**config.mk**
```make
export PLATFORM = sky130hd
export DESIGN_NAME = role_matching_queue_flat
export DESIGN_NICKNAME = d
export VERILOG_FILES = /design/src/rtl/core/rmq_pkg.sv /design/src/rtl/core/rmq_if.sv /design/src/rtl/core/rmq_store.sv /design/src/rtl/core/rmq_walk.sv /design/src/rtl/core/role_matching_queue.sv /design/src/flat_wrapper.sv
export SDC_FILE = /design/constraint.sdc
export NUM_CORES = 1
export LEC_CHECK = 0
export BUFFER_PORTS_ARGS = -buffer_cell sky130_fd_sc_hd__buf_2
export CAP_MARGIN = 10
export CORE_MARGIN = 2
export CORE_UTILIZATION = 40
export DETAILED_ROUTE_END_ITERATION = 12
export MAX_ROUTING_LAYER = met4
export PLACE_DENSITY = 0.58
export REMOVE_ABC_BUFFERS = 1
export SLEW_MARGIN = 10
export SYNTH_ARGS = -nofsm -noshare
export SYNTH_HDL_FRONTEND = slang
export SYNTH_HIERARCHICAL = 1
export SYNTH_SLANG_ARGS = --single-unit
```
**constraint.sdc**
```tcl
create_clock -name clk -period 8.2 [get_ports clk]
set_input_delay 0.82 -clock clk [delete_from_list [all_inputs] [get_ports clk]]
set_output_delay 0.82 -clock clk [all_outputs]
set_load 0.005 [all_outputs]
```
**src/rtl/core/rmq_pkg.sv**
```systemverilog
// Shared types, sizes, codes and helper functions for the role matching queue.
package rmq_pkg;

  localparam int QUEUE_DEPTH = 64;
  localparam int ID_BITS     = 16;
  localparam int ADDR_BITS   = $clog2(QUEUE_DEPTH);
  localparam int CNT_BITS    = $clog2(QUEUE_DEPTH + 1);
  localparam int PID_BITS    = 16;
  localparam int QCOUNT_BITS = 7;
  localparam int NUM_ROLES   = 3;
  localparam int ROLE_CODES  = 4;

  typedef logic [ID_BITS-1:0]    id_t;
  typedef logic [ADDR_BITS-1:0]  addr_t;
  typedef logic [CNT_BITS-1:0]   cnt_t;
  typedef logic [ROLE_CODES-1:0] role_mask_t;

  typedef enum logic [1:0] {
    ACT_PUSH,
    ACT_POP_ROLE,
    ACT_POP_GROUP,
    ACT_QUERY
  } action_t;

  typedef enum logic [1:0] {
    ROLE_DEFENDER,
    ROLE_HUNTER,
    ROLE_BARD,
    ROLE_SPARE
  } role_t;

  // one of each real role
  localparam role_mask_t GROUP_MASK = 4'b0111;

  typedef enum logic [1:0] {
    ST_IDLE,
    ST_WALK,
    ST_FIN
  } state_t;

  typedef struct packed {
    id_t   id;
    role_t role;
  } entry_t;

  typedef struct packed {
    logic       clear;
    logic       proc;
    role_mask_t mask;
  } walk_ctrl_t;

  typedef struct packed {
    cnt_t                               wptr;
    logic [NUM_ROLES-1:0]               found;
    logic [NUM_ROLES-1:0][ID_BITS-1:0]  front_id;
  } walk_stat_t;

  function automatic id_t pid_to_id(input logic [PID_BITS-1:0] pid);
    logic [ID_BITS+PID_BITS-1:0] wide;
    wide = {{ID_BITS{1'b0}}, pid};
    return wide[ID_BITS-1:0];
  endfunction

  function automatic logic [PID_BITS-1:0] id_to_pid(input id_t id);
    logic [ID_BITS+PID_BITS-1:0] wide;
    wide = {{PID_BITS{1'b0}}, id};
    return wide[PID_BITS-1:0];
  endfunction

  function automatic logic [QCOUNT_BITS-1:0] cnt_to_qcount(input cnt_t cnt);
    logic [CNT_BITS+QCOUNT_BITS-1:0] wide;
    wide = {{QCOUNT_BITS{1'b0}}, cnt};
    return wide[QCOUNT_BITS-1:0];
  endfunction

endpackage

```
**src/rtl/core/rmq_if.sv**
```systemverilog
// Valid/ready channel interfaces for request and response words.
interface rmq_req_if;
  logic        valid;
  logic        ready;
  logic [1:0]  action;
  logic [15:0] player_id;
  logic [1:0]  role;

  modport source (output valid, action, player_id, role, input ready);
  modport sink   (input valid, action, player_id, role, output ready);
endinterface

interface rmq_rsp_if;
  logic        valid;
  logic        ready;
  logic [6:0]  queue_count;
  logic        defender_found;
  logic [15:0] defender_id;
  logic        hunter_found;
  logic [15:0] hunter_id;
  logic        bard_found;
  logic [15:0] bard_id;
  logic        group_ready;
  logic        push_rejected;

  modport source (output valid, queue_count, defender_found, defender_id, hunter_found,
                  hunter_id, bard_found, bard_id, group_ready, push_rejected,
                  input ready);
  modport sink   (input valid, queue_count, defender_found, defender_id, hunter_found,
                  hunter_id, bard_found, bard_id, group_ready, push_rejected,
                  output ready);
endinterface

```
**src/rtl/core/rmq_store.sv**
```systemverilog
// Entry memory: one write port, one registered read port.
module rmq_store (
  input  logic            clk,
  input  logic            we,
  input  rmq_pkg::addr_t  waddr,
  input  rmq_pkg::entry_t wdata,
  input  logic            re,
  input  rmq_pkg::addr_t  raddr,
  output rmq_pkg::entry_t rdata
);
  import rmq_pkg::*;

  entry_t mem [QUEUE_DEPTH];

  always_ff @(posedge clk) begin
    if (we) begin
      mem[waddr] <= wdata;
    end
  end

  always_ff @(posedge clk) begin
    if (re) begin
      rdata <= mem[raddr];
    end
  end

endmodule

```
**src/rtl/core/rmq_walk.sv**
```systemverilog
// Compaction unit: drops the first entry of each masked role, rewrites the rest
// in place and notes the frontmost kept entry of each real role.
module rmq_walk (
  input  logic                clk,
  input  logic                rst,
  input  rmq_pkg::walk_ctrl_t ctrl,
  input  rmq_pkg::entry_t     rd_entry,
  output logic                wr_en,
  output rmq_pkg::addr_t      wr_addr,
  output rmq_pkg::entry_t     wr_entry,
  output rmq_pkg::walk_stat_t stat
);
  import rmq_pkg::*;

  cnt_t                              wptr;
  role_mask_t                        removed;
  logic [NUM_ROLES-1:0]              found;
  logic [NUM_ROLES-1:0][ID_BITS-1:0] front_id;
  logic                              drop;
  logic                              first;

  assign drop  = ctrl.mask[rd_entry.role] && !removed[rd_entry.role];
  assign first = (rd_entry.role != ROLE_SPARE) && !found[rd_entry.role];

  always_ff @(posedge clk) begin
    if (rst || ctrl.clear) begin
      wptr    <= '0;
      removed <= '0;
      found   <= '0;
    end else if (ctrl.proc) begin
      if (drop) begin
        removed[rd_entry.role] <= 1'b1;
      end else begin
        wptr <= cnt_t'(wptr + 1'b1);
        if (first) begin
          found[rd_entry.role] <= 1'b1;
        end
      end
    end
  end

  always_ff @(posedge clk) begin
    if (ctrl.proc && !drop && first) begin
      front_id[rd_entry.role] <= rd_entry.id;
    end
  end

  assign wr_en         = ctrl.proc && !drop;
  assign wr_addr       = wptr[ADDR_BITS-1:0];
  assign wr_entry      = rd_entry;
  assign stat.wptr     = wptr;
  assign stat.found    = found;
  assign stat.front_id = front_id;

endmodule

```
**src/rtl/core/role_matching_queue.sv**
```systemverilog
// Role matching queue top level: sequencer, entry memory, compaction unit, response register.
//
// An ordered queue of up to 64 waiting entries (16-bit id plus a role: defender,
// hunter, bard, or the spare code 3). A request word pushes an entry at the
// back, removes the frontmost entry of one role, removes a full group (the
// frontmost defender, hunter and bard, only when all three wait), or only
// queries. Every request yields one response word with the count, the
// frontmost id and a found flag per role, group_ready, and push_rejected when
// a push met a full queue (that push is dropped). The block takes one request
// at a time: req.ready is high only while idle. A request runs through one
// pass over the stored entries with a single memory read port and a single
// write port: each cycle reads one entry and writes back the kept entry read
// the cycle before, so removals close up in place while the frontmost ids are
// collected. A group pop that finds all three roles runs a checking pass and
// then a removal pass. A response waiting on rsp.ready does not stop the next
// request from being taken; that request then holds in its last step until
// the response register frees. After reset the queue is empty and requests
// are taken at once.
module role_matching_queue (
  input logic    clk,
  input logic    rst,
  rmq_req_if.sink   req,
  rmq_rsp_if.source rsp
);
  import rmq_pkg::*;

  state_t     state, state_next;
  cnt_t       count, count_next;
  cnt_t       rptr, rptr_next;
  logic       rd_vld, rd_vld_next;
  logic       phase, phase_next;
  action_t    act;
  role_t      role_sel;
  logic       rejected;

  logic       accept;
  logic       full;
  logic       push_we;
  logic       load_out;
  logic       rd_en;
  role_mask_t mask;

  walk_ctrl_t ctrl;
  walk_stat_t stat;
  entry_t     rd_entry;
  entry_t     push_entry;
  logic       walk_we;
  addr_t      walk_addr;
  entry_t     walk_entry;

  logic       mem_we;
  addr_t      mem_waddr;
  entry_t     mem_wdata;

  // no word is taken while reset is held
  assign req.ready = (state == ST_IDLE) && !rst;
  assign accept    = req.valid && req.ready;
  assign full      = (count == cnt_t'(QUEUE_DEPTH));

  assign push_entry.id   = pid_to_id(req.player_id);
  assign push_entry.role = role_t'(req.role);

  // pop-role removes the first of one role; the group's second pass removes one of each
  always_comb begin
    mask = '0;
    if (act == ACT_POP_ROLE) begin
      mask[role_sel] = 1'b1;
    end else if (act == ACT_POP_GROUP && phase) begin
      mask = GROUP_MASK;
    end
  end

  always_ff @(posedge clk) begin
    if (rst) begin
      state  <= ST_IDLE;
      count  <= '0;
      rptr   <= '0;
      rd_vld <= 1'b0;
      phase  <= 1'b0;
    end else begin
      state  <= state_next;
      count  <= count_next;
      rptr   <= rptr_next;
      rd_vld <= rd_vld_next;
      phase  <= phase_next;
    end
  end

  always_ff @(posedge clk) begin
    if (accept) begin
      act      <= action_t'(req.action);
      role_sel <= role_t'(req.role);
      rejected <= (action_t'(req.action) == ACT_PUSH) && full;
    end
  end

  always_comb begin
    state_next  = state;
    count_next  = count;
    rptr_next   = rptr;
    rd_vld_next = 1'b0;
    phase_next  = phase;
    push_we     = 1'b0;
    load_out    = 1'b0;
    rd_en       = 1'b0;
    ctrl.clear  = 1'b0;
    ctrl.proc   = rd_vld;
    ctrl.mask   = mask;
    unique case (state)
      ST_IDLE: begin
        if (req.valid) begin
          ctrl.clear = 1'b1;
          rptr_next  = '0;
          phase_next = 1'b0;
          state_next = ST_WALK;
          if (action_t'(req.action) == ACT_PUSH && !full) begin
            push_we    = 1'b1;
            count_next = cnt_t'(count + 1'b1);
          end
        end
      end
      ST_WALK: begin
        if (rptr < count) begin
          rd_en       = 1'b1;
          rd_vld_next = 1'b1;
          rptr_next   = cnt_t'(rptr + 1'b1);
        end else if (!rd_vld) begin
          // pass finished: the write pointer is the new count
          count_next = stat.wptr;
          if (act == ACT_POP_GROUP && !phase && (&stat.found)) begin
            phase_next = 1'b1;
            ctrl.clear = 1'b1;
            rptr_next  = '0;
          end else begin
            state_next = ST_FIN;
          end
        end
      end
      ST_FIN: begin
        if (!rsp.valid || rsp.ready) begin
          load_out   = 1'b1;
          state_next = ST_IDLE;
        end
      end
      default: begin
        state_next = ST_IDLE;
      end
    endcase
  end

  // push and walk never write in the same cycle
  assign mem_we    = push_we || walk_we;
  assign mem_waddr = push_we ? count[ADDR_BITS-1:0] : walk_addr;
  assign mem_wdata = push_we ? push_entry : walk_entry;

  rmq_store u_store (
    .clk   (clk),
    .we    (mem_we),
    .waddr (mem_waddr),
    .wdata (mem_wdata),
    .re    (rd_en),
    .raddr (rptr[ADDR_BITS-1:0]),
    .rdata (rd_entry)
  );

  rmq_walk u_walk (
    .clk      (clk),
    .rst      (rst),
    .ctrl     (ctrl),
    .rd_entry (rd_entry),
    .wr_en    (walk_we),
    .wr_addr  (walk_addr),
    .wr_entry (walk_entry),
    .stat     (stat)
  );

  // response register
  always_ff @(posedge clk) begin
    if (rst) begin
      rsp.valid <= 1'b0;
    end else if (load_out) begin
      rsp.valid <= 1'b1;
    end else if (rsp.ready) begin
      rsp.valid <= 1'b0;
    end
  end

  always_ff @(posedge clk) begin
    if (load_out) begin
      rsp.queue_count    <= cnt_to_qcount(count);
      rsp.defender_found <= stat.found[ROLE_DEFENDER];
      rsp.defender_id    <= stat.found[ROLE_DEFENDER] ?
                            id_to_pid(stat.front_id[ROLE_DEFENDER]) : '0;
      rsp.hunter_found   <= stat.found[ROLE_HUNTER];
      rsp.hunter_id      <= stat.found[ROLE_HUNTER] ?
                            id_to_pid(stat.front_id[ROLE_HUNTER]) : '0;
      rsp.bard_found     <= stat.found[ROLE_BARD];
      rsp.bard_id        <= stat.found[ROLE_BARD] ?
                            id_to_pid(stat.front_id[ROLE_BARD]) : '0;
      rsp.group_ready    <= &stat.found;
      rsp.push_rejected  <= rejected;
    end
  end

endmodule

```
**src/flat_wrapper.sv**
```systemverilog
// flat-port wrapper written by rule: the top's interface ports become plain ports
module role_matching_queue_flat import rmq_pkg::*;
  (clk, rst, req_valid, req_action, req_player_id, req_role, req_ready, rsp_valid, rsp_queue_count, rsp_defender_found, rsp_defender_id, rsp_hunter_found, rsp_hunter_id, rsp_bard_found, rsp_bard_id, rsp_group_ready, rsp_push_rejected, rsp_ready);
  rmq_req_if req_i ();
  rmq_rsp_if rsp_i ();
  input logic clk;
  input logic rst;
  input wire logic [$bits(req_i.valid)-1:0] req_valid;
  input wire logic [$bits(req_i.action)-1:0] req_action;
  input wire logic [$bits(req_i.player_id)-1:0] req_player_id;
  input wire logic [$bits(req_i.role)-1:0] req_role;
  output wire logic [$bits(req_i.ready)-1:0] req_ready;
  output wire logic [$bits(rsp_i.valid)-1:0] rsp_valid;
  output wire logic [$bits(rsp_i.queue_count)-1:0] rsp_queue_count;
  output wire logic [$bits(rsp_i.defender_found)-1:0] rsp_defender_found;
  output wire logic [$bits(rsp_i.defender_id)-1:0] rsp_defender_id;
  output wire logic [$bits(rsp_i.hunter_found)-1:0] rsp_hunter_found;
  output wire logic [$bits(rsp_i.hunter_id)-1:0] rsp_hunter_id;
  output wire logic [$bits(rsp_i.bard_found)-1:0] rsp_bard_found;
  output wire logic [$bits(rsp_i.bard_id)-1:0] rsp_bard_id;
  output wire logic [$bits(rsp_i.group_ready)-1:0] rsp_group_ready;
  output wire logic [$bits(rsp_i.push_rejected)-1:0] rsp_push_rejected;
  input wire logic [$bits(rsp_i.ready)-1:0] rsp_ready;
  assign req_i.valid = req_valid;
  assign req_i.action = req_action;
  assign req_i.player_id = req_player_id;
  assign req_i.role = req_role;
  assign req_ready = req_i.ready;
  assign rsp_valid = rsp_i.valid;
  assign rsp_queue_count = rsp_i.queue_count;
  assign rsp_defender_found = rsp_i.defender_found;
  assign rsp_defender_id = rsp_i.defender_id;
  assign rsp_hunter_found = rsp_i.hunter_found;
  assign rsp_hunter_id = rsp_i.hunter_id;
  assign rsp_bard_found = rsp_i.bard_found;
  assign rsp_bard_id = rsp_i.bard_id;
  assign rsp_group_ready = rsp_i.group_ready;
  assign rsp_push_rejected = rsp_i.push_rejected;
  assign rsp_i.ready = rsp_ready;
  role_matching_queue u_core (.clk(clk), .rst(rst), .req(req_i), .rsp(rsp_i));
endmodule
```
==> results.cfg <==
[global_routing]
grt_max_degree = 120
grt_pass1_wl_um = 176000
antenna_found_initial = 5
grt_pass1_vias = 24800
grt-ovfl-total = 0
grtUsageTotal_pct = 19.2

[sta]
final-setup-viol-count = 0
slew_viol_final = 0
final.setup_skew_ns = 0.0263
finalCritPeriodShare_pct = 54.3
min_period_ns = 4.45
rsz0062_at_grt = false
finalSetupTns_ns = 0
slew-limit-headroom_pct = 20.9
tightest_slew_ns = 1.18
fin_ws_ns = 3.75
max_freq_mhz = 224
hold_viol = 0

[clock_tree]
numCtsBuffers = 135
post-cts-setup-buffer-count = 0
clock_path_buffers = 3
clk_pin_slew_ns = 0.06
clock_latency_ns = 0.75
cts_resized = 0
cts_tree = built
clock_tree.root_cell = clkbuf_16
clock-sinks = 1316
htree_num_levels = 4
holdBufCountCts = 0

[worst_setup_path]
setup.worst_path.start_class = register
slowest_stage = nor2_2
worstSetupPathType = register to register
end_kind = register
cp_data_arrival_time_ns = 4.80
worst-path-max-fanout = 35
cpPeakStageDelay_ns = 1.11
critical_path_required_ns = 8.54
timing.critical_path.cells = inv_1 -> ha_1 -> a311o_1 -> buf_4 -> o21ai_1 -> nand4_1 -> nor2_2

[placed_design]
io_buffers = 85
preCtsSetupSlack_ns = 2.87
place_inst = 4119
placed_area_um2 = 53400
hpwlAfterDp_um = 71600
gp_routability_congestion = 0.835

[flow_run]
max-cap-violations = 0

[detailed_routing]
drtIter0Drc = 2866
routedWlPerCell_um = 27.8
routed_wl_um = 121000
viasPerCell = 5.67
drc_errors = 0
firstDrtPassIters = 5
final_antenna_net_count = 0
num_vias = 24700

[synth]
synth_warnings = 6
async_reset_ff_share_pct = 0
syn-cell-area_um2 = 51000
netlist_instances = 2456
netlist.area_leader.share_pct = 75.5
synth.distinct_cells = 71
yosys-top-cells-area = edfxtp_1, mux4_2, dfxtp_1, mux2i_1, nor2_1
synth_seq_area_share_pct = 76.8
avgSynthCellArea_um2 = 20.8
synth_flop_cell = edfxtp_1
ys_seq_elements = 1316
synth_edf_count = 1283
yosysTopAreaCell = edfxtp_1

[min_path]
hold_path.class = primary input to register

[cells_and_area]
seq_area_um2 = 39200
finalNetCount = 2629
fin_util_pct = 45.4
multiInputGateArea_um2 = 11100
area_growth_pct = 12.9
final_area_um2 = 57600
finalNonFillerCells = 4356
drive_above_1_share_pct = 26.7
fillers = 10500

[power]
power.leakage_uw = 0.0176
powerDensity_nw_per_um2 = 245
ir_drop_mv = 0.206

[die]
die_width_um = 361
ios = 86
dieArea_um2 = 130000
start_util_pct = 40.2
die_y_um = 361
core_area_um2 = 127000
rows = 131

[status]
status = finished clean
## where the power goes
group | switching [µW] | internal (µW)
clock network | 2470 | 3440
registers | 40.5 | 7510
logic | 458 | 207
## stage by stage
stage                     hold WS, ns  power [µW]
final                           0.257       14100
after global routing            0.222       14600
after CTS                       0.203       14300
after detailed placement        0.418        8380
after global placement          0.419        8360
after floorplan                 0.400        8170
## per-layer routing
metal,share of wire [%],up-vias,track usage (%)
met5,0,-,-
met4,2.1,0,4.99
met3,6.9,155,3.14
met2,50,993,30.6
met1,41,13200,25.9
li1,-,10400,-
## synth_stat cells, types with 12 or more instances
cell type,n
buf_2,36
mux2i_1,60
edfxtp_1,1283
nand2_1,102
buf_4,43
o21ai_1,23
mux2_2,13
o21ai_0,43
nand3_1,20
buf_6,15
and2_1,51
clkbuf_1,52
a211oi_1,19
nor3_1,20
a21oi_1,43
o22ai_1,26
nor2_1,111
mux4_2,300
dfxtp_1,33
or3_1,12
## cells by family (layout without fill, tap and decap cells)
| group | Yosys count | count (layout) | synth area share, % |
|---|---|---|---|
| flops | 1316 | 1316 | 76.8 |
| simple gates | 383 | 383 | 3.68 |
| mux | 373 | 373 | 14.7 |
| compound gates | 212 | 212 | 2.70 |
| buf+inv | 160 | 396 | 1.82 |
| fa+ha+maj | 10 | 10 | 0.245 |
| xor+xnor | 2 | 2 | 0.0343 |
| other cells | 0 | 2 | 0 |
## flip-flops by register name, indices dropped and copies added, names as in the netlist
name / flops
u_core/rsp.group_ready: 1
u_core/rsp.defender_id: 16
u_core/act: 2
u_core/rsp.defender_found: 1
u_core/count: 7
u_core/u_store/rdata: 18
u_core/state: 2
u_core/rejected: 1
u_core/u_store/mem: 1152
u_core/u_walk/wptr: 7
u_core/rptr: 7
u_core/u_walk/found: 3
u_core/rsp.bard_found: 1
u_core/rsp.push_rejected: 1
u_core/rsp.bard_id: 16
u_core/phase: 1
u_core/u_walk/removed: 4
u_core/u_walk/stat: 48
u_core/rd_vld: 1
u_core/rsp.hunter_found: 1
u_core/rsp.valid: 1
u_core/rsp.hunter_id: 16
u_core/rsp.queue_count: 7
u_core/role_sel: 2
## worst max-delay path: cells and delay by family, from the launching register on
kind / cells / cell delay (ns)
DFF: 1 / 0.45
buffers and inverters: 2 / 0.39
adders and majority gates: 1 / 0.24
and+or+nand+nor: 2 / 1.92
AOI/OAI and AO/OA: 2 / 1.01
## layout by cell type, fill, tap and decap left out, types with 11 or more instances in the layout
cell,Yosys,routed
o21ai_1,23,24
nand2_2,0,11
mux2_2,13,13
nand3_1,20,20
a21oi_1,43,43
clkinv_2,0,18
and2_1,51,51
inv_1,11,11
mux2i_1,60,60
buf_2,36,85
o22ai_1,26,26
clkinv_1,0,25
bufinv_16,0,11
edfxtp_1,1283,1283
a211oi_1,19,19
buf_4,43,61
nand2_1,102,84
dfxtp_1,33,28
or3_1,12,12
nor2_1,111,81
mux4_2,300,300
o21ai_0,43,42
nor3_1,20,17
nor2_2,0,30
clkbuf_16,0,139
clkbuf_1,52,31
## cell type report
class	count	share of cell area (%)
Clock buffer	170	6.24
Antenna cell	2	0.00869
Sequential cell	1316	68.0
Inverter	11	0.0717
Clock inverter	64	1.07
Tap cell	1662	3.61
Timing Repair Buffer	151	1.70
Multi-Input combinational cell	980	19.3
## path summary, 6_finish.rpt
path	startpoint	slack (ns)	to	depth (start not counted)
worst max-delay path	u_core/count[0]	3.75	u_core/u_store/mem[31][17]	7
worst min-delay path	req_action[0]	0.26	u_core/act[0]	1
worst max register to register	u_core/count[0]	3.75	u_core/u_store/mem[31][17]	7
worst min register to register	u_core/rejected	0.43	u_core/rsp.push_rejected	0
No activity file was read; power rests on OpenSTA's default activity.
